$ cat src/design/hbbpc_pkg.sv
// ----------------------------------------------------------------------------
// hbbpc_pkg
// Shared types and constants of the homing bang-bang position controller.
// ----------------------------------------------------------------------------
`default_nettype none

package hbbpc_pkg;

    // target assembly
    localparam int TARGET_BYTES_DEF = 4;
    localparam int BYTE_CNT_W       = 3;
    localparam int POS_W            = 32;
    localparam int BYTE_W           = 8;
    localparam int TARGET_LANES     = POS_W / BYTE_W;

    // configuration port
    localparam int APB_ADDR_W  = 3;
    localparam int APB_DATA_W  = 32;
    localparam int DEADBAND_W  = 16;
    localparam int SPEED_W     = 8;

    localparam logic [DEADBAND_W-1:0] DEADBAND_RST = 16'd7;
    localparam logic [SPEED_W-1:0]    SPEED_RST    = 8'd255;

    // register index, taken from paddr[2]
    typedef enum logic {
        REG_DEADBAND = 1'b0,
        REG_SPEED    = 1'b1
    } t_reg_idx;

    typedef enum logic [1:0] {
        CMD_TICK    = 2'd0,
        CMD_BYTE    = 2'd1,
        CMD_ENCODER = 2'd2,
        CMD_LIMIT   = 2'd3
    } t_cmd;

    typedef enum logic [1:0] {
        MODE_HOMING = 2'd0,
        MODE_READY  = 2'd1,
        MODE_MOVING = 2'd2,
        MODE_FAULT  = 2'd3
    } t_mode;

    typedef struct packed {
        logic [1:0]        command;
        logic [BYTE_W-1:0] data_byte;
        logic              encoder_dir;
    } t_in_item;

    typedef struct packed {
        logic              motor_run;
        logic              drive_fwd;
        logic [SPEED_W-1:0] drive_compare;
        logic              busy_res;
        logic [1:0]        mode;
        logic [POS_W-1:0]  position;
    } t_out_item;

    typedef struct packed {
        logic [DEADBAND_W-1:0] deadband;
        logic [SPEED_W-1:0]    drive_speed;
    } t_cfg;

    typedef struct packed {
        t_mode mode;
        logic  run;
    } t_status;

endpackage

`default_nettype wire

$ cat src/design/homing_bang_bang_position_controller.sv
// path of an accepted item: input register, core, result register
// throughput: one item per cycle while o_in_stall is low; the state update
// of the core, closed through its state registers, is the loop setting it
// an output stall holds the input back as soon as both registers are full
// reset (synchronous, active low): homing, motor running in reverse,
// position and target zero, deadband 7, drive speed 255, both channels empty
`default_nettype none

// ----------------------------------------------------------------------------
// homing_bang_bang_position_controller
// Top level: input register, controller core, result register and the
// configuration port.
// ----------------------------------------------------------------------------
module homing_bang_bang_position_controller
    import hbbpc_pkg::*;
#(
    parameter int TARGET_BYTES = TARGET_BYTES_DEF
) (
    input  wire logic                  i_clk,
    input  wire logic                  i_rst_n,
    input  wire logic                  i_in_valid,
    output logic                       o_in_stall,
    input  t_in_item                   i_in_data,
    output logic                       o_out_valid,
    input  wire logic                  i_out_stall,
    output t_out_item                  o_out_data,
    input  wire logic                  psel,
    input  wire logic                  penable,
    input  wire logic                  pwrite,
    input  wire logic [APB_ADDR_W-1:0] paddr,
    input  wire logic [APB_DATA_W-1:0] pwdata,
    output logic [APB_DATA_W-1:0]      prdata,
    output logic                       pready
);

    logic      r_in_valid;
    t_in_item  r_in_item;
    logic      r_out_valid;
    t_out_item r_out_item;
    logic      advance;
    t_cfg      cfg;
    t_out_item result;
    t_status   status;

    // an item moves on when the result register is free or being drained
    assign advance    = r_in_valid && (!r_out_valid || !i_out_stall);
    assign o_in_stall = r_in_valid && !advance;

    // input register
    always_ff @(posedge i_clk) begin
        if (!i_rst_n) begin
            r_in_valid <= 1'b0;
        end else if (!o_in_stall) begin
            r_in_valid <= i_in_valid;
        end
    end

    always_ff @(posedge i_clk) begin
        if (i_in_valid && !o_in_stall) begin
            r_in_item <= i_in_data;
        end
    end

    hbbpc_cfg u_cfg (
        .i_clk   (i_clk),
        .i_rst_n (i_rst_n),
        .psel    (psel),
        .penable (penable),
        .pwrite  (pwrite),
        .paddr   (paddr),
        .pwdata  (pwdata),
        .prdata  (prdata),
        .pready  (pready),
        .o_cfg   (cfg)
    );

    hbbpc_core #(
        .TARGET_BYTES (TARGET_BYTES)
    ) u_core (
        .i_clk    (i_clk),
        .i_rst_n  (i_rst_n),
        .i_step   (advance),
        .i_item   (r_in_item),
        .i_cfg    (cfg),
        .o_result (result),
        .o_status (status)
    );

    // result register
    always_ff @(posedge i_clk) begin
        if (!i_rst_n) begin
            r_out_valid <= 1'b0;
        end else if (advance) begin
            r_out_valid <= 1'b1;
        end else if (!i_out_stall) begin
            r_out_valid <= 1'b0;
        end
    end

    always_ff @(posedge i_clk) begin
        if (advance) begin
            r_out_item <= result;
        end
    end

    assign o_out_valid = r_out_valid;
    assign o_out_data  = r_out_item;

`ifndef SYNTHESIS
    // a latched fault is left only through reset
    a_fault_sticks: assert property (@(posedge i_clk) disable iff (!i_rst_n)
        status.mode == MODE_FAULT |=> status.mode == MODE_FAULT)
        else $error("fault mode left without reset");

    // homing is never re-entered once done
    a_homing_once: assert property (@(posedge i_clk) disable iff (!i_rst_n)
        status.mode != MODE_HOMING |=> status.mode != MODE_HOMING)
        else $error("homing re-entered");

    // a stopped motor shows a zero compare value
    a_stop_compare: assert property (@(posedge i_clk) disable iff (!i_rst_n)
        o_out_valid && !o_out_data.motor_run |-> o_out_data.drive_compare == '0)
        else $error("compare value nonzero while stopped");

    // input side stalls only behind a full, stalled result register
    a_stall_cause: assert property (@(posedge i_clk) disable iff (!i_rst_n)
        o_in_stall |-> r_out_valid && i_out_stall && r_in_valid)
        else $error("input stalled with room downstream");
`endif

endmodule

`default_nettype wire

$ cat src/design/hbbpc_cfg.sv
// ----------------------------------------------------------------------------
// hbbpc_cfg
// Configuration registers behind an APB-style port: deadband and drive speed.
// ----------------------------------------------------------------------------
`default_nettype none

module hbbpc_cfg
    import hbbpc_pkg::*;
(
    input  wire logic                  i_clk,
    input  wire logic                  i_rst_n,
    input  wire logic                  psel,
    input  wire logic                  penable,
    input  wire logic                  pwrite,
    input  wire logic [APB_ADDR_W-1:0] paddr,
    input  wire logic [APB_DATA_W-1:0] pwdata,
    output logic [APB_DATA_W-1:0]      prdata,
    output logic                       pready,
    output t_cfg                       o_cfg
);

    logic [DEADBAND_W-1:0] r_deadband;
    logic [SPEED_W-1:0]    r_drive_speed;
    logic                  wr_en;
    t_reg_idx              reg_idx;

    assign pready  = 1'b1;
    assign wr_en   = psel && penable && pwrite && pready;
    assign reg_idx = t_reg_idx'(paddr[2]);

    // register writes
    always_ff @(posedge i_clk) begin
        if (!i_rst_n) begin
            r_deadband    <= DEADBAND_RST;
            r_drive_speed <= SPEED_RST;
        end else if (wr_en) begin
            unique case (reg_idx)
                REG_DEADBAND: r_deadband    <= pwdata[DEADBAND_W-1:0];
                REG_SPEED:    r_drive_speed <= pwdata[SPEED_W-1:0];
                default:      r_deadband    <= r_deadband;
            endcase
        end
    end

    // read mux
    always_comb begin
        unique case (reg_idx)
            REG_DEADBAND: prdata = APB_DATA_W'(r_deadband);
            REG_SPEED:    prdata = APB_DATA_W'(r_drive_speed);
            default:      prdata = '0;
        endcase
    end

    assign o_cfg.deadband    = r_deadband;
    assign o_cfg.drive_speed = r_drive_speed;

endmodule

`default_nettype wire

$ cat src/design/hbbpc_core.sv
// ----------------------------------------------------------------------------
// hbbpc_core
// Controller state and the single-pass update: event handling, target
// assembly, deadband check and drive outputs for one item.
// ----------------------------------------------------------------------------
`default_nettype none

module hbbpc_core
    import hbbpc_pkg::*;
#(
    parameter int TARGET_BYTES = TARGET_BYTES_DEF
) (
    input  wire logic     i_clk,
    input  wire logic     i_rst_n,
    input  wire logic     i_step,
    input  t_in_item      i_item,
    input  t_cfg          i_cfg,
    output t_out_item     o_result,
    output t_status       o_status
);

    localparam logic [BYTE_CNT_W:0] FRAME_LEN = (BYTE_CNT_W+1)'(TARGET_BYTES);

    t_mode                 r_mode,   n_mode;
    logic [POS_W-1:0]      r_pos,    n_pos;
    logic [POS_W-1:0]      r_target, n_target;
    logic [BYTE_CNT_W-1:0] r_cnt,    n_cnt;
    logic                  r_run,    n_run;
    logic                  r_dir,    n_dir;

    t_mode                 ev_mode;
    logic                  ev_run;
    logic [BYTE_CNT_W:0]   cnt_inc;
    logic [POS_W-1:0]      diff;
    logic [POS_W-1:0]      mag;
    logic                  neg;

    assign cnt_inc = {1'b0, r_cnt} + 1'b1;

    // event handling, then the control check on the updated state
    always_comb begin
        ev_mode  = r_mode;
        ev_run   = r_run;
        n_pos    = r_pos;
        n_target = r_target;
        n_cnt    = r_cnt;
        n_dir    = r_dir;

        unique case (t_cmd'(i_item.command))
            CMD_BYTE: begin
                if (r_mode == MODE_READY) begin
                    // lanes past the target width are dropped
                    for (int l = 0; l < TARGET_LANES; l++) begin
                        if (r_cnt == BYTE_CNT_W'(l)) begin
                            n_target[l*BYTE_W +: BYTE_W] = i_item.data_byte;
                        end
                    end
                    if (cnt_inc >= FRAME_LEN) begin
                        n_cnt   = '0;
                        ev_mode = MODE_MOVING;
                    end else begin
                        n_cnt = cnt_inc[BYTE_CNT_W-1:0];
                    end
                end
            end
            CMD_ENCODER: begin
                n_pos = i_item.encoder_dir ? r_pos + 1'b1 : r_pos - 1'b1;
            end
            CMD_LIMIT: begin
                ev_run = 1'b0;
                if (r_mode == MODE_HOMING) begin
                    n_pos   = '0;
                    ev_mode = MODE_READY;
                end else begin
                    ev_mode = MODE_FAULT;
                end
            end
            default: begin
            end
        endcase

        // wrapping error and its magnitude
        diff = n_target - n_pos;
        neg  = diff[POS_W-1];
        mag  = neg ? (~diff + 1'b1) : diff;

        n_mode = ev_mode;
        n_run  = ev_run;
        if (ev_mode == MODE_MOVING) begin
            if (mag < POS_W'(i_cfg.deadband)) begin
                n_run  = 1'b0;
                n_mode = MODE_READY;
            end else begin
                n_run = 1'b1;
                n_dir = !neg && (diff != '0);
            end
        end
    end

    // state registers
    always_ff @(posedge i_clk) begin
        if (!i_rst_n) begin
            r_mode   <= MODE_HOMING;
            r_pos    <= '0;
            r_target <= '0;
            r_cnt    <= '0;
            r_run    <= 1'b1;
            r_dir    <= 1'b0;
        end else if (i_step) begin
            r_mode   <= n_mode;
            r_pos    <= n_pos;
            r_target <= n_target;
            r_cnt    <= n_cnt;
            r_run    <= n_run;
            r_dir    <= n_dir;
        end
    end

    // result for this item
    assign o_result.motor_run     = n_run;
    assign o_result.drive_fwd     = n_dir;
    assign o_result.drive_compare = n_run ? i_cfg.drive_speed : '0;
    assign o_result.busy_res      = (n_mode != MODE_READY);
    assign o_result.mode          = n_mode;
    assign o_result.position      = n_pos;

    assign o_status.mode = r_mode;
    assign o_status.run  = r_run;

endmodule

`default_nettype wire

$ cat config.mk
export PLATFORM = sky130hd
export DESIGN_NAME = homing_bang_bang_position_controller
export DESIGN_NICKNAME = d
export VERILOG_FILES = /design/src/design/hbbpc_pkg.sv /design/src/design/homing_bang_bang_position_controller.sv /design/src/design/hbbpc_cfg.sv /design/src/design/hbbpc_core.sv
export SDC_FILE = /design/constraint.sdc
export NUM_CORES = 1
export LEC_CHECK = 0
export ABC_AREA = 1
export BUFFER_PORTS_ARGS = -buffer_cell sky130_fd_sc_hd__buf_2
export CORE_ASPECT_RATIO = 1.2
export CORE_UTILIZATION = 55
export CTS_BUF_LIST = sky130_fd_sc_hd__clkbuf_16
export DETAILED_ROUTE_END_ITERATION = 10
export PLACE_DENSITY_LB_ADDON = 0.12
export SETUP_SLACK_MARGIN = 0.1
export SLEW_MARGIN = 20
export SYNTH_ARGS = -nofsm -noshare
export SYNTH_HDL_FRONTEND = slang
export SYNTH_SLANG_ARGS = --single-unit
$ cat constraint.sdc
create_clock -name i_clk -period 7.85 [get_ports i_clk]
set_input_delay 0.3925 -clock i_clk [delete_from_list [all_inputs] [get_ports i_clk]]
set_output_delay 0.3925 -clock i_clk [all_outputs]
set_load 0.005 [all_outputs]
* Yosys cells after proc, flatten, opt, wreduce, memory -nomap -nowiden
Cells that the tools add are included.
** Operators by class
- Add/subtract/negate cells :: 5
- Magnitude comparators :: 2
- Eq/ne operators :: 10
- Muxes and demuxes :: 25
- Bitwise operators :: 2
- Reductions and logical operators :: 18
** Operator list (number)
- 32-bit 2-to-1 mux :: 5
- 32-bit one-hot mux with 2 select lines :: 2
- 32-bit by 1-bit adder with 32-bit output, second input constant :: 2
- 32-bit by 16-bit less-than comparator with 1-bit output :: 1
- 8-bit 2-to-1 mux :: 4
- 32-bit inverter :: 1
- 32-bit nonzero test :: 1
- 32-bit by 1-bit subtractor with 32-bit output, second input constant :: 1
- 32-bit subtractor :: 1
- 2-bit 2-to-1 mux :: 5
- 1-bit 2-to-1 mux :: 7
- 2-bit equality test, second input constant :: 3
- 3-bit by 2-bit equality test with 1-bit output, second input constant :: 2
- 1-bit logical AND :: 6
- 1-bit logical NOT :: 5
- 3-bit by 1-bit adder with 4-bit output, second input constant :: 1
- 2-bit by 1-bit equality test with 1-bit output, second input constant :: 2
- 4-bit by 3-bit greater-or-equal comparator with 1-bit output, second input constant :: 1
- 2-bit by 1-bit inequality test with 1-bit output, second input constant :: 2
- 2-bit one-hot mux with 2 select lines :: 1
- 2-bit AND reduction :: 2
- 3-bit by 1-bit equality test with 1-bit output, second input constant :: 1
- 3-bit logical NOT :: 1
- 3-bit 2-to-1 mux :: 1
- 4 further kinds :: 4
** Storage, ports and cells
- Register bits after elaboration :: 153
- Bits of input ports :: 53
- Output and inout bits :: 80
- Word-level logic and storage cells :: 81

* Depth between registers and ports, before layout
Gate-level depths: netlist of run 1.
- Depth after elaboration :: 12
- Depth in mapped cells :: 56
- Depth with buffers taken out :: 54

* Cells and area by module
A second synthesis of run 1 with hierarchy kept.
** Unflattened totals
- Cells, all modules :: 2068
- Area, all modules :: 12889.9 sq um
** By module, submodules not included
- hbbpc_core :: instances 1, cells an instance 1801, area each 9819.4 sq um, sequential area each 1421.4 sq um
- homing_bang_bang_position_controller :: instances 1, cells an instance 69, area each 1776.7 sq um, sequential area each 1721.7 sq um
- hbbpc_cfg :: instances 1, cells an instance 198, area each 1293.7 sq um, sequential area each 480.5 sq um

* Worst setup path before layout of run 1
OpenSTA, ideal clock, no wires.
- Path type :: register to register
- From :: register r_in_item[0] (netlist bit)
- To :: register r_out_item, in the netlist o_out_data[34], data pin
- Library setup time :: 0.258 ns
- Data arrival time :: 6.936 ns
- Required time :: 7.592 ns
- Slack :: 0.656 ns
- Cell stages (with the launch flop) :: 49
- Path buffers :: 3
- Clock period less this slack :: 7.194 ns
- Cells stage by stage :: edfxtp_1 inv_1 ha_1 a21o_1 o21ai_0 nand2_1 a21oi_1 o21a_1 o21ai_0 a21oi_1 o21ai_0 a21oi_1 inv_1 a21oi_1 o21ai_0 o21ai_0 inv_1 ha_1 [13 not listed] xor2_1 inv_1 ha_1 nand2_1 nor2_1 a211oi_1 o221ai_1 a21oi_1 nand2_1 nor2_1 nand3_1 nor2_1 nand2_1 nor2_2 and2_1 nand4_1 nand2_1 nand2_1
** RTL lines
- start, declared :: RTL line homing_bang_bang_position_controller.sv:37 : t_in_item r_in_item;
- start signal, assigned :: RTL line homing_bang_bang_position_controller.sv:60 : r_in_item <= i_in_data;
- end signal, assigned :: RTL line homing_bang_bang_position_controller.sv:102 : r_out_item <= result;
- end, declared :: RTL line homing_bang_bang_position_controller.sv:39 : t_out_item r_out_item;

==> results of run 1 <==
## kinds of logic after synthesis
family	after synthesis	share of synthesized area, %
AOI/OAI and AO/OA	359	15.4
DFF	153	29.2
adders and majority gates	84	8.58
and+or+nand+nor	893	31.7
xor gates and xnor gates	17	1.20
buffers and inverters	440	14.0
other	2	0.0604
## metal layers
metal	vias to the layer above	wire [um]	GRT usage [%]
met5	-	0	0
met3	72	1740	3.42
met1	5568	15600	38.9
li1	6368	-	-
met4	0	1180	11.4
met2	329	17000	52.3
## what timing repair did
item | in CTS | in global routing
setup buffers | 0 | 7
endpoints found under the setup margin | 0 | 17
resized for setup | 0 | 36
## state kept, by name, indices dropped and copies added (netlist names)
name and count:
u_core.r_target 32, o_out_data 45, u_core.r_pos 32, u_core.r_mode 2, u_cfg.r_deadband 16, u_cfg.r_drive_speed 8
u_core.r_dir 1, u_core.r_run 1, r_in_item 11, o_out_valid 1, r_in_valid 1, u_core.r_cnt 3
## layout by cell type (no fill, tap or decap), drive strengths merged, types with 2 or more instances in the layout
cell      Yosys  routed
nand2       507     507
inv         381     389
nor2        218     218
o21ai       181     181
a21oi       133     133
buf          21     119
nand3       104     104
dfxtp        97      97
ha           82      82
edfxtp       56      56
nand4        36      36
conb          2      17
clkbuf       38      17
nor3         16      16
a21boi        9       9
xor2          9       9
xnor2         8       8
o211ai        7       7
a31oi         7       7
o21bai        6       6
a21o          5       5
and2          4       4
clkinv        0       4
nand3b        3       3
o21a          2       2
and3          2       2
a211oi        2       2
o31ai         2       2
or2           2       2
fa            2       2
clkinvlp      0       2
## path summary, 6_finish.rpt
check	slack [ps]	to
hold reg to reg	490	u_cfg.r_deadband[10]
hold / removal	130	r_in_item[1]
setup reg to reg	610	o_out_data[34]
setup / recovery	610	o_out_data[34]
## critical path, delay by kind of cell (launching register included)
family | cells | cell delay, ps
simple gates | 22 | 2400
compound gates | 16 | 2320
fa+ha+maj | 3 | 1020
buf+inv | 8 | 730
flops | 1 | 400
xor+xnor | 1 | 130
## layout make-up
| class | instances | area share (%) |
|---|---|---|
| clock buffers | 17 | 3.06 |
| clock inverters | 15 | 1.28 |
| inverters | 381 | 10.3 |
| multi-input cells | 1370 | 52.1 |
| flip-flops and latches | 153 | 26.1 |
| well taps | 274 | 2.47 |
| repair buffers | 119 | 4.71 |
## power by group through the flow
stage                     clock [W]  combinational (W)  sequential [W]
after floorplan                   0            0.00108        0.000918
after global placement            0            0.00140        0.000919
after detailed placement          0            0.00143        0.000921
after CTS                  0.000846            0.00144        0.000903
after global routing       0.000880            0.00167        0.000908
final                      0.000837            0.00148        0.000903
## stage by stage
stage	std cells	cell area, um^2
after floorplan	1963	12500
after global placement	2290	13100
after detailed placement	2290	13100
after CTS	2322	13700
after global routing	2329	13900
final	2329	13900
==> results.rst, run 1 <==
.. list-table::
   :header-rows: 1

   * - Metric
     - Value
   * - Ys Warns
     - 0
   * - FF+latch count, synth
     - 153
   * - Post-detail-place hpwl
     - 27600 um
   * - Path category of the worst min-delay check
     - input pin to flip-flop
   * - Length of the first detailed-routing pass in iterations
     - 9
   * - Maximum count of clock buffers along a single path
     - 2
   * - Final-layout worst hold slack
     - around 130 ps
   * - Shortest clock period the worst path allows after layout
     - approximately 7200 ps
   * - Gate count after technology mapping
     - 1948
   * - Pre-CTS WS
     - 310 ps
   * - Average wire per standard cell
     - 15.2 um
   * - Die area
     - 23200 um^2
   * - Count leader, synth
     - sky130_fd_sc_hd__nand2_1
   * - Switching power
     - 0.00140 W
   * - Placer Congestion
     - 0.977
   * - Setup crit end kind
     - flip-flop
   * - Cell Rows
     - 59
   * - Horiz. Die Dim
     - 139 um
   * - Number of antenna repair diodes
     - 0
   * - Antenna violations before repair
     - 0
   * - Synth async-reset ratio
     - 0%
   * - Part of the power in combinational logic
     - 46.0%
   * - Yosys top cell area share
     - 15.6%
   * - Vias in the first global route
     - 11248
   * - Port Buffers
     - between 90 and 100
   * - Via count
     - 12337
   * - Cell count of the worst hold path
     - 1
   * - Most used flip-flop cell after synthesis
     - sky130_fd_sc_hd__dfxtp_1
   * - Switch share
     - 43.5%
   * - Data arrival, critical path
     - 7420 ps
   * - Worst Path Max Fanout
     - 6
   * - Htree depth
     - 4
   * - Critical path's largest stage delay
     - approximately 440 ps
   * - Max Fclk
     - 138 MHz
   * - Clock power frac
     - 26.0%
   * - CTS Buf Count
     - 17
   * - CTS tree
     - built
   * - Synthesized area per cell
     - ~6.4 um^2
   * - TNS Setup
     - 0 ps
   * - Drt total wl
     - 35500 um
   * - Placeable Area
     - 21900 um^2
   * - Share of layout cells above drive strength 1
     - 14.0%
   * - Aggregate global routing overflow
     - 0
   * - Result of the run
     - complete, but fails checks
   * - Startpoint of the lowest-slack register-to-register path
     - r_in_item[0]
   * - Maximum Capacitance Violations
     - 0
   * - Total power
     - 0.00322 W
   * - Ranking of synthesized cells by area
     - sky130_fd_sc_hd__dfxtp_1 (16%), sky130_fd_sc_hd__nand2_1 (14%), sky130_fd_sc_hd__edfxtp_1 (14%)
   * - Clock latency on the worst-skew pair
     - ~430 ps
   * - Startpoint type of the worst setup path
     - flip-flop
   * - Relative slew margins
     - 40.1%
   * - Failing checks
     - DRC
   * - Die span in y
     - ~170 um
   * - Number of flops mapped to enable cells by yosys
     - 56
   * - Pins over their slew limit
     - 0
   * - Cell at the root of the clock tree
     - sky130_fd_sc_hd__clkbuf_16
   * - Area leader, netlist
     - sky130_fd_sc_hd__dfxtp_1
   * - Leakage
     - 7.51 nW
   * - Count of cell types in the netlist
     - 50
   * - DR iter-0 viols
     - 944
   * - Category of the critical setup timing path
     - flip-flop to flip-flop
   * - Setup slack of the critical path after layout
     - 614 ps
   * - Library cell contributing the largest single delay on the critical path
     - sky130_fd_sc_hd__fa_1
   * - Critical Path Start
     - r_in_item[0]
   * - Cell types with the highest counts after synthesis
     - sky130_fd_sc_hd__nand2_1 (471), sky130_fd_sc_hd__inv_1 (347), sky130_fd_sc_hd__nor2_1 (189), sky130_fd_sc_hd__o21ai_0 (178), sky130_fd_sc_hd__a21oi_1 (132)
   * - Area grow syn2layout
     - 11.8%
   * - Worst Skew
     - 12.1 ps
   * - Most used cell along the critical path
     - sky130_fd_sc_hd__nand2_1
   * - Footprint of the multi-input gates
     - 7240 um^2
   * - First-pass GRT wire length
     - around 56000 um
   * - FF+latch area
     - 3620 um^2
   * - Finished Core Util
     - 63.4%
   * - Final-layout fill cell count
     - 2154
   * - Final period util
     - between 90 and 100%
   * - Total Nets Final
     - 2179
   * - TritonCTS sink count
     - roughly 150
   * - Starting Density
     - 56.7%
   * - DRC errors left
     - 7
   * - Hold bufs inserted after CTS
     - 0
   * - Cell area after technology mapping
     - about 12000 um^2
   * - Register clock-pin slew on the reported worst setup and hold paths
     - 70 ps
   * - Number of failing setup endpoints in the final timing report
     - 0
   * - Cell-internal power
     - 0.00182 W
   * - Pwr per Cell Area
     - 232 nW/um^2
   * - Cells on worst reg2reg path
     - 50
   * - Vias per inst
     - 5.30
   * - Hold_sp
     - i_in_data[1]
   * - Sequential area share after synthesis
     - 29.2%
   * - Global Route Usage Sum
     - between 30% and 40%
   * - Required time of the critical path
     - approximately 8000 ps
   * - Transition time at the pin with the least slew margin
     - 899 ps
   * - Worst IR drop on VDD
     - 0.126 mV
   * - Final number of hold-violating endpoints
     - 0
   * - Share of power burned in registers
     - 28.0%
   * - Largest net degree at the start of global routing
     - just under 90
   * - RSZ-0062 raised after global routing
     - no
   * - I/O pins
     - 133
   * - Antenna Violating Nets Remaining
     - 0
Note: power is estimated with default switching activity, not from simulation.
==> run 2, diff against run 1 <==
--- a/config.mk
+++ b/config.mk
@@ -5,7 +5,6 @@
 export SDC_FILE = /design/constraint.sdc
 export NUM_CORES = 1
 export LEC_CHECK = 0
-export ABC_AREA = 1
 export BUFFER_PORTS_ARGS = -buffer_cell sky130_fd_sc_hd__buf_2
 export CORE_ASPECT_RATIO = 1.2
 export CORE_UTILIZATION = 55
==> results.rst, run 2 <==
.. list-table::
   :header-rows: 1

   * - Metric
     - Value
   * - Global Route Usage Sum
     - 30.9% (was 30.4%)
   * - Vias per inst
     - 5.91 (was 5.30)
   * - Shortest clock period the worst path allows after layout
     - 8460 ps (was 7240 ps)
   * - Cell area after technology mapping
     - 11100 um^2 (was 12400 um^2)
   * - Non-filler cells, final
     - 1835 (was 2329)
   * - Leakage
     - 6.11 nW (was 7.51 nW)
   * - RSZ-0062 raised after global routing
     - yes (was no)
   * - CTS Buf Count
     - 17 (unchanged)
   * - TritonCTS sink count
     - 153 (unchanged)
   * - Gate count after technology mapping
     - 1331 (was 1948)
   * - Cells on worst reg2reg path
     - 39 (was 50)
   * - Horiz. Die Dim
     - 131 um (was 139 um)
   * - Sequential area share after synthesis
     - 32.7% (was 29.2%)
   * - Worst Skew
     - 12.5 ps (was 12.1 ps)
   * - Transition time at the pin with the least slew margin
     - 962 ps (was 899 ps)
   * - Placer Congestion
     - 0.938 (was 0.977)
   * - Ys Warns
     - 0 (unchanged)
   * - Starting Density
     - 56.4% (was 56.7%)
   * - Cell count after placement
     - 1787 (was 2290)
   * - Most used cell along the critical path
     - sky130_fd_sc_hd__a21o_1 (was sky130_fd_sc_hd__nand2_1)
   * - Final number of hold-violating endpoints
     - 0 (unchanged)
   * - Reg2Reg Setup Slack
     - -610 ps (was 610 ps)
   * - Worst IR drop on VDD
     - 0.185 mV (was 0.126 mV)
   * - Number of failing setup endpoints in the final timing report
     - 17 (was 0)
   * - Share of layout cells above drive strength 1
     - 24.5% (was 14.0%)
   * - Average wire per standard cell
     - 17.5 um (was 15.2 um)
   * - Hold_sp
     - i_in_data[7] (was i_in_data[1])
   * - Area leader, netlist
     - sky130_fd_sc_hd__dfxtp_1 (unchanged)
   * - Critical path's largest stage delay
     - 430 ps (was 440 ps)
   * - Leading cell type in the layout, fill and taps excluded
     - sky130_fd_sc_hd__buf_4 (was sky130_fd_sc_hd__nand2_1)
   * - Vias in the first global route
     - 10141 (was 11248)
   * - CTS tree
     - built (unchanged)
   * - Data arrival, critical path
     - 8630 ps (was 7420 ps)
   * - Category of the critical setup timing path
     - flip-flop to flip-flop (unchanged)
   * - Ranking of synthesized cells by area
     - sky130_fd_sc_hd__dfxtp_1 (18%), sky130_fd_sc_hd__edfxtp_1 (15%), sky130_fd_sc_hd__ha_1 (9.3%) (was sky130_fd_sc_hd__dfxtp_1 (16%), sky130_fd_sc_hd__nand2_1 (14%), sky130_fd_sc_hd__edfxtp_1 (14%))
   * - DR iter-0 viols
     - 831 (was 944)
   * - Via count
     - 10847 (was 12337)
   * - Total Nets Final
     - 1698 (was 2179)
   * - Synthesized area per cell
     - 8.31 um^2 (was 6.38 um^2)
   * - Pwr per Cell Area
     - 229 nW/um^2 (was 232 nW/um^2)
   * - Total power
     - 0.00312 W (was 0.00322 W)
   * - Yosys top cell area share
     - 17.5% (was 15.6%)
   * - Hold bufs inserted after CTS
     - 0 (unchanged)
   * - Most used flip-flop cell after synthesis
     - sky130_fd_sc_hd__dfxtp_1 (unchanged)
   * - Maximum count of clock buffers along a single path
     - 2 (unchanged)
   * - Maximum Capacitance Violations
     - 0 (unchanged)
   * - Largest net degree at the start of global routing
     - 77 (was 88)
   * - Die area
     - 20700 um^2 (was 23200 um^2)
   * - Count of cell types in the netlist
     - 88 (was 50)
   * - Setup crit end kind
     - flip-flop (unchanged)
   * - Post-detail-place hpwl
     - 23500 um (was 27600 um)
   * - Pins over their slew limit
     - 0 (unchanged)
   * - Count leader, synth
     - sky130_fd_sc_hd__nor2_1 (was sky130_fd_sc_hd__nand2_1)
   * - Cell Rows
     - 56 (was 59)
   * - Endpoint of the worst register-to-register path
     - o_out_data[34] (unchanged)
   * - I/O pins
     - 133 (unchanged)
   * - Startpoint type of the worst setup path
     - flip-flop (unchanged)
   * - Htree depth
     - 4 (unchanged)
   * - Area grow syn2layout
     - 23.3% (was 11.8%)
   * - Clock latency on the worst-skew pair
     - 440 ps (was 430 ps)
   * - Port Buffers
     - 97 (unchanged)
   * - Highest-count cells in the layout ignoring fill and taps
     - sky130_fd_sc_hd__buf_4 (164), sky130_fd_sc_hd__nor2_1 (161), sky130_fd_sc_hd__nand2_1 (120), sky130_fd_sc_hd__a21oi_1 (104) (was sky130_fd_sc_hd__nand2_1 (468), sky130_fd_sc_hd__inv_1 (343), sky130_fd_sc_hd__nor2_1 (188), sky130_fd_sc_hd__o21ai_0 (168), sky130_fd_sc_hd__a21oi_1 (127))
   * - Result of the run
     - complete, but fails checks (unchanged)
   * - Cell types with the highest counts after synthesis
     - sky130_fd_sc_hd__nor2_1 (163), sky130_fd_sc_hd__nand2_1 (120), sky130_fd_sc_hd__a21oi_1 (108), sky130_fd_sc_hd__dfxtp_1 (97), sky130_fd_sc_hd__ha_1 (82) (was sky130_fd_sc_hd__nand2_1 (471), sky130_fd_sc_hd__inv_1 (347), sky130_fd_sc_hd__nor2_1 (189), sky130_fd_sc_hd__o21ai_0 (178), sky130_fd_sc_hd__a21oi_1 (132))
   * - Startpoint of the lowest-slack register-to-register path
     - r_in_item[0] (unchanged)
   * - First-pass GRT wire length
     - 50500 um (was 56200 um)
   * - Length of the first detailed-routing pass in iterations
     - 5 (was 9)
   * - FF+latch count, synth
     - 153 (unchanged)
   * - Cell count of the worst hold path
     - 1 (unchanged)
   * - Number of flip-flops in the largest register
     - 45 (unchanged)
   * - Register clock-pin slew on the reported worst setup and hold paths
     - 70 ps (about the same)
   * - Relative slew margins
     - 35.9% (was 40.1%)
   * - Placeable Area
     - 19600 um^2 (was 21900 um^2)
   * - Failing checks
     - setup timing (was DRC)
   * - Max Fclk
     - 118 MHz (was 138 MHz)
   * - Cell at the root of the clock tree
     - sky130_fd_sc_hd__clkbuf_16 (unchanged)
   * - Synth async-reset ratio
     - 0% (unchanged)
   * - DRC errors left
     - 0 (was 7)
   * - Library cell contributing the largest single delay on the critical path
     - sky130_fd_sc_hd__or4_1 (was sky130_fd_sc_hd__fa_1)
   * - Worst Path Max Fanout
     - 26 (was 6)
   * - Setup slack of the critical path after layout
     - -609 ps (was 614 ps)
   * - Number of antenna repair diodes
     - 0 (unchanged)
   * - Final period util
     - 108% (was 92.2%)
   * - Number of flops mapped to enable cells by yosys
     - 56 (unchanged)
   * - Antenna violations before repair
     - 0 (unchanged)
   * - Hold Path Sink
     - r_in_item[7] (was r_in_item[1])
   * - Final-layout worst hold slack
     - 125 ps (was 131 ps)
   * - Required time of the critical path
     - 8030 ps (was 8040 ps)
   * - Drt total wl
     - 32100 um (was 35500 um)
   * - Die span in y
     - 157 um (was 167 um)
   * - Path category of the worst min-delay check
     - input pin to flip-flop (unchanged)
   * - Aggregate global routing overflow
     - 0 (unchanged)
   * - Antenna Violating Nets Remaining
     - 0 (unchanged)
run 2: changes by cell type after synthesis, moves of 32 or more:
cell,delta
sky130_fd_sc_hd__a211oi_1,+32
sky130_fd_sc_hd__inv_1,-279
sky130_fd_sc_hd__inv_2,-32
sky130_fd_sc_hd__nand2_1,-351
sky130_fd_sc_hd__nand3_1,-68
sky130_fd_sc_hd__o21ai_0,-127
run 2: worst max-delay path, delay by kind of cell (launching register included):
| family | cells | cell delay, ps |
|---|---|---|
| AO/OA/AOI/OAI | 24 | 4480 |
| adder cells (fa/ha/maj) | 3 | 800 |
| AND/OR/NAND/NOR | 6 | 1410 |
| buffers and inverters | 3 | 540 |
| flip-flops | 1 | 390 |
| XOR/XNOR | 3 | 580 |
run 2: logic make-up (layout without fill, tap and decap cells):
logic type      after synthesis  in the layout  share of synthesized area [%]
other cells                   2             17                         0.0679
xor+xnor                     61             61                           4.83
fa+ha+maj                    84             84                           9.63
mux                          35             35                           3.56
compound gates              374            375                           22.9
buf+inv                     140            367                           5.33
flops                       153            153                           32.7
simple gates                482            482                           20.9
run 2: final cells by class:
| class | count | area (um^2) |
|---|---|---|
| Sequential cell | 153 | 3620 |
| Clock inverter | 14 | 124 |
| Timing Repair Buffer | 265 | 1760 |
| Tap cell | 261 | 327 |
| Inverter | 70 | 269 |
| Fill cell | 1618 | 5970 |
| Clock buffer | 18 | 450 |
| Multi-Input combinational cell | 1054 | 7090 |
run 2: worst max path at each step:
stage | end | cells after the start | from
6_report | o_out_data[34] | 39 | r_in_item[0]
5_1_grt | o_out_data[42] | 42 | r_in_item[0]
2_1_floorplan | o_out_data[43] | 44 | r_in_item[0]
3_3_place_gp | o_out_data[34] | 38 | r_in_item[0]
4_1_cts | o_out_data[34] | 39 | r_in_item[0]
3_5_place_dp | o_out_data[40] | 40 | r_in_item[0]
run 2: where the power goes:
part	leakage (nW)	switching, W	internal [W]	total (W)
sequential	1.33	0.0000286	0.000873	0.000901
combinational	4.49	0.000784	0.000615	0.00140
clock	0.287	0.000381	0.000438	0.000818
run 2: timing repair:
item                       CTS  global route
cloned                       0             1
pin swaps                   12            13
setup endpoints to repair   17            17
setup buffers                9             6
gates resized for setup     13             6
run 2: per-stage QoR:
step                worst slack, ps  TNS [ps]  area (um^2)  util (%)
global route                  -1040    -16840        13600      69.6
global placement               -533     -8070        12900      65.5
CTS                            -604     -9340        13600      69.1
finish                         -609     -9430        13600      69.6
detailed placement             -717    -11160        12900      65.5
floorplan                      -964    -14430        11200         -
run 2: metal layers:
| layer | global-route usage [%] | part of all wire, % | up-vias | wire length [um] |
|---|---|---|---|---|
| li1 | - | - | 5303 | - |
| met1 | 36.8 | 43 | 5130 | 13800 |
| met2 | 54.5 | 49 | 336 | 15700 |
| met3 | 5.35 | 4.6 | 78 | 1480 |
| met4 | 13.6 | 3.5 | 0 | 1130 |
| met5 | 0 | 0 | - | 0 |
==> run 3, diff against run 2 <==
--- a/config.mk
+++ b/config.mk
@@ -10,6 +10,7 @@
 export CORE_UTILIZATION = 55
 export CTS_BUF_LIST = sky130_fd_sc_hd__clkbuf_16
 export DETAILED_ROUTE_END_ITERATION = 10
+export MAX_ROUTING_LAYER = met4
 export PLACE_DENSITY_LB_ADDON = 0.12
 export SETUP_SLACK_MARGIN = 0.1
 export SLEW_MARGIN = 20
==> results.rst, run 3 (synthesis gave the netlist of run 2 again) <==
.. list-table::
   :header-rows: 1

   * - Metric
     - Value
   * - Largest net degree at the start of global routing
     - 77 (unchanged)
   * - Switch share
     - 38.2% (was 38.3%)
   * - Result of the run
     - complete, but fails checks (unchanged)
   * - Clock power frac
     - 25.9% (was 26.2%)
   * - Final period util
     - 108% (about the same)
   * - Antenna Violating Nets Remaining
     - 0 (unchanged)
   * - Switching power
     - 0.00118 W (was 0.00119 W)
   * - Worst Skew
     - 16.9 ps (was 12.5 ps)
   * - Non-filler cells, final
     - 1826 (was 1835)
   * - Vias per inst
     - 5.88 (was 5.91)
   * - Count of buffer and inverter cells on the critical path
     - 2 (was 3)
   * - Library cell contributing the largest single delay on the critical path
     - sky130_fd_sc_hd__or4_1 (unchanged)
   * - Clock latency on the worst-skew pair
     - 440 ps (about the same)
   * - Setup crit end kind
     - flip-flop (unchanged)
   * - Antenna violations before repair
     - 0 (unchanged)
   * - Die span in y
     - 157 um (unchanged)
   * - Final number of hold-violating endpoints
     - 0 (unchanged)
   * - Pre-CTS WS
     - -597 ps (was -717 ps)
   * - Total power
     - 0.00309 W (was 0.00312 W)
   * - Cell Rows
     - 56 (unchanged)
   * - Final-layout fill cell count
     - 1605 (was 1618)
   * - Pwr per Cell Area
     - 228 nW/um^2 (was 229 nW/um^2)
   * - Post-detail-place hpwl
     - 23300 um (was 23500 um)
   * - Number of failing setup endpoints in the final timing report
     - 17 (unchanged)
   * - Placeable Area
     - 19600 um^2 (unchanged)
   * - Cell at the root of the clock tree
     - sky130_fd_sc_hd__clkbuf_16 (unchanged)
   * - Via count
     - 10733 (was 10847)
   * - Starting Density
     - 56.4% (unchanged)
   * - Cell count after placement
     - 1781 (was 1787)
   * - Critical path's largest stage delay
     - 460 ps (was 430 ps)
   * - RSZ-0062 raised after global routing
     - yes (unchanged)
   * - Cell-internal power
     - 0.00191 W (was 0.00193 W)
   * - Total Nets Final
     - 1689 (was 1698)
   * - Global Route Usage Sum
     - 31.8% (was 30.9%)
   * - Worst Path Max Fanout
     - 4 (was 26)
   * - Area grow syn2layout
     - 22.9% (was 23.3%)
   * - Maximum Capacitance Violations
     - 0 (unchanged)
   * - DRC errors left
     - 0 (unchanged)
   * - CTS Buf Count
     - 17 (unchanged)
   * - Average wire per standard cell
     - 17.4 um (was 17.5 um)
   * - Vias in the first global route
     - 10088 (was 10141)
   * - Most used cell along the critical path
     - sky130_fd_sc_hd__a21o_1 (unchanged)
   * - Leading cell type in the layout, fill and taps excluded
     - sky130_fd_sc_hd__nor2_1 (was sky130_fd_sc_hd__buf_4)
   * - Max Fclk
     - 118 MHz (about the same)
   * - Horiz. Die Dim
     - 131 um (unchanged)
   * - Maximum count of clock buffers along a single path
     - 2 (unchanged)
   * - Final-layout worst hold slack
     - 124 ps (was 125 ps)
   * - Kind of cell adding the most delay to the critical path
     - compound AO/OA/AOI/OAI gates (unchanged)
   * - Finished Core Util
     - 69.3% (was 69.6%)
   * - Transition time at the pin with the least slew margin
     - 908 ps (was 962 ps)
   * - Number of antenna repair diodes
     - 0 (unchanged)
   * - I/O pins
     - 133 (unchanged)
   * - Part of the power in combinational logic
     - 45.0% (was 44.9%)
   * - Leakage
     - 6.06 nW (was 6.11 nW)
   * - Category of the critical setup timing path
     - flip-flop to flip-flop (unchanged)
   * - Reg2Reg Setup Slack
     - -610 ps (about the same)
   * - Hold bufs inserted after CTS
     - 0 (unchanged)
   * - Path category of the worst min-delay check
     - input pin to flip-flop (unchanged)
   * - Required time of the critical path
     - 8030 ps (about the same)
   * - TritonCTS sink count
     - 153 (unchanged)
   * - Worst IR drop on VDD
     - 0.178 mV (was 0.185 mV)
   * - Drt total wl
     - 31700 um (was 32100 um)
   * - Setup slack of the critical path after layout
     - -606 ps (was -609 ps)
   * - CTS tree
     - built (unchanged)
   * - Startpoint type of the worst setup path
     - flip-flop (unchanged)
   * - Relative slew margins
     - 38.9% (was 35.9%)
   * - Highest-count cells in the layout ignoring fill and taps
     - sky130_fd_sc_hd__nor2_1 (160), sky130_fd_sc_hd__buf_4 (157), sky130_fd_sc_hd__nand2_1 (120), sky130_fd_sc_hd__a21oi_1 (101) (was sky130_fd_sc_hd__buf_4 (164), sky130_fd_sc_hd__nor2_1 (161), sky130_fd_sc_hd__nand2_1 (120), sky130_fd_sc_hd__a21oi_1 (104))
   * - Failing checks
     - setup timing (unchanged)
   * - Register clock-pin slew on the reported worst setup and hold paths
     - 80 ps (was 70 ps)
   * - Die area
     - 20700 um^2 (unchanged)
   * - Share of power burned in registers
     - 29.1% (was 28.9%)
   * - Aggregate global routing overflow
     - 0 (unchanged)
   * - Pins over their slew limit
     - 0 (unchanged)
   * - Number of flip-flops in the largest register
     - 45 (unchanged)
   * - DR iter-0 viols
     - 810 (was 831)
   * - Shortest clock period the worst path allows after layout
     - 8460 ps (about the same)
   * - Htree depth
     - 4 (unchanged)
   * - Data arrival, critical path
     - 8640 ps (was 8630 ps)
   * - Port Buffers
     - 97 (unchanged)
   * - Length of the first detailed-routing pass in iterations
     - 5 (unchanged)
   * - Placer Congestion
     - 0.962 (was 0.938)
   * - Share of layout cells above drive strength 1
     - 24.4% (was 24.5%)
   * - First-pass GRT wire length
     - 50800 um (was 50500 um)
run 3: changes by cell type in the layout (fill, tap and decap cells not counted), moves of 2 or more:
cell	before	now
sky130_fd_sc_hd__buf_6	4	2
sky130_fd_sc_hd__inv_8	4	2
sky130_fd_sc_hd__and2_4	3	1
sky130_fd_sc_hd__buf_4	164	157
sky130_fd_sc_hd__a21oi_1	104	101
sky130_fd_sc_hd__o21ai_1	12	10
sky130_fd_sc_hd__and2_1	14	16
sky130_fd_sc_hd__clkinv_2	0	2
sky130_fd_sc_hd__a21oi_2	3	5
run 3: worst register-to-register path: cells and delay by family, from the launching register on:
kind | cells | cell delay, ps
xor+xnor | 3 | 560
fa+ha+maj | 3 | 950
compound gates | 27 | 4750
simple gates | 6 | 1190
flops | 1 | 400
buf+inv | 2 | 360
run 3: repair_timing:
action | CTS | global route
gates resized for setup | 9 | 14
setup buffers | 8 | 4
endpoints found under the setup margin | 17 | 17
gates cloned | 1 | 0
pin swaps | 8 | 3
run 3: power groups by stage:
stage          combinational (W)  clock, W  sequential [W]
6_report                 0.00139  0.000800        0.000901
5_1_grt                  0.00154  0.000841        0.000905
4_1_cts                  0.00135  0.000804        0.000901
3_5_place_dp             0.00133         0        0.000918
3_3_place_gp             0.00131         0        0.000917
2_1_floorplan           0.000937         0        0.000911
run 3: through the flow:
stage                     setup TNS (ps)  instance area (um^2)
after floorplan                   -14430                 11200
after global placement             -6210                 12800
after detailed placement           -9250                 12800
after CTS                          -7700                 13500
after global routing              -15860                 13600
final                              -8290                 13600
run 3: path summary, 6_finish.rpt:
kind	from	endpoint	cells after the start
setup / recovery	r_in_item[0]	o_out_data[34]	41
setup reg to reg	r_in_item[0]	o_out_data[34]	41
hold / removal	i_in_data[10]	r_in_item[10]	1
hold reg to reg	u_cfg.r_deadband[6]	u_cfg.r_deadband[6]	2
run 3: area by class of cell:
class                      count  area (um^2)  share of cell area, %
clock buffer                  18          450                   3.31
clock inverter                14          111                  0.819
inverter                      70          269                   1.98
multi-input combinational   1054         7130                   52.4
sequential                   153         3620                   26.7
tap                          261          327                   2.40
timing repair buffer         256         1690                   12.4
run 3: routing by layer:
metal,track usage [%],vias up,wire length [um]
met1,38.1,5059,13900
li1,-,5282,-
met2,54.2,321,15400
met4,14.3,0,1160
met5,-,-,0
met3,3.19,71,1220
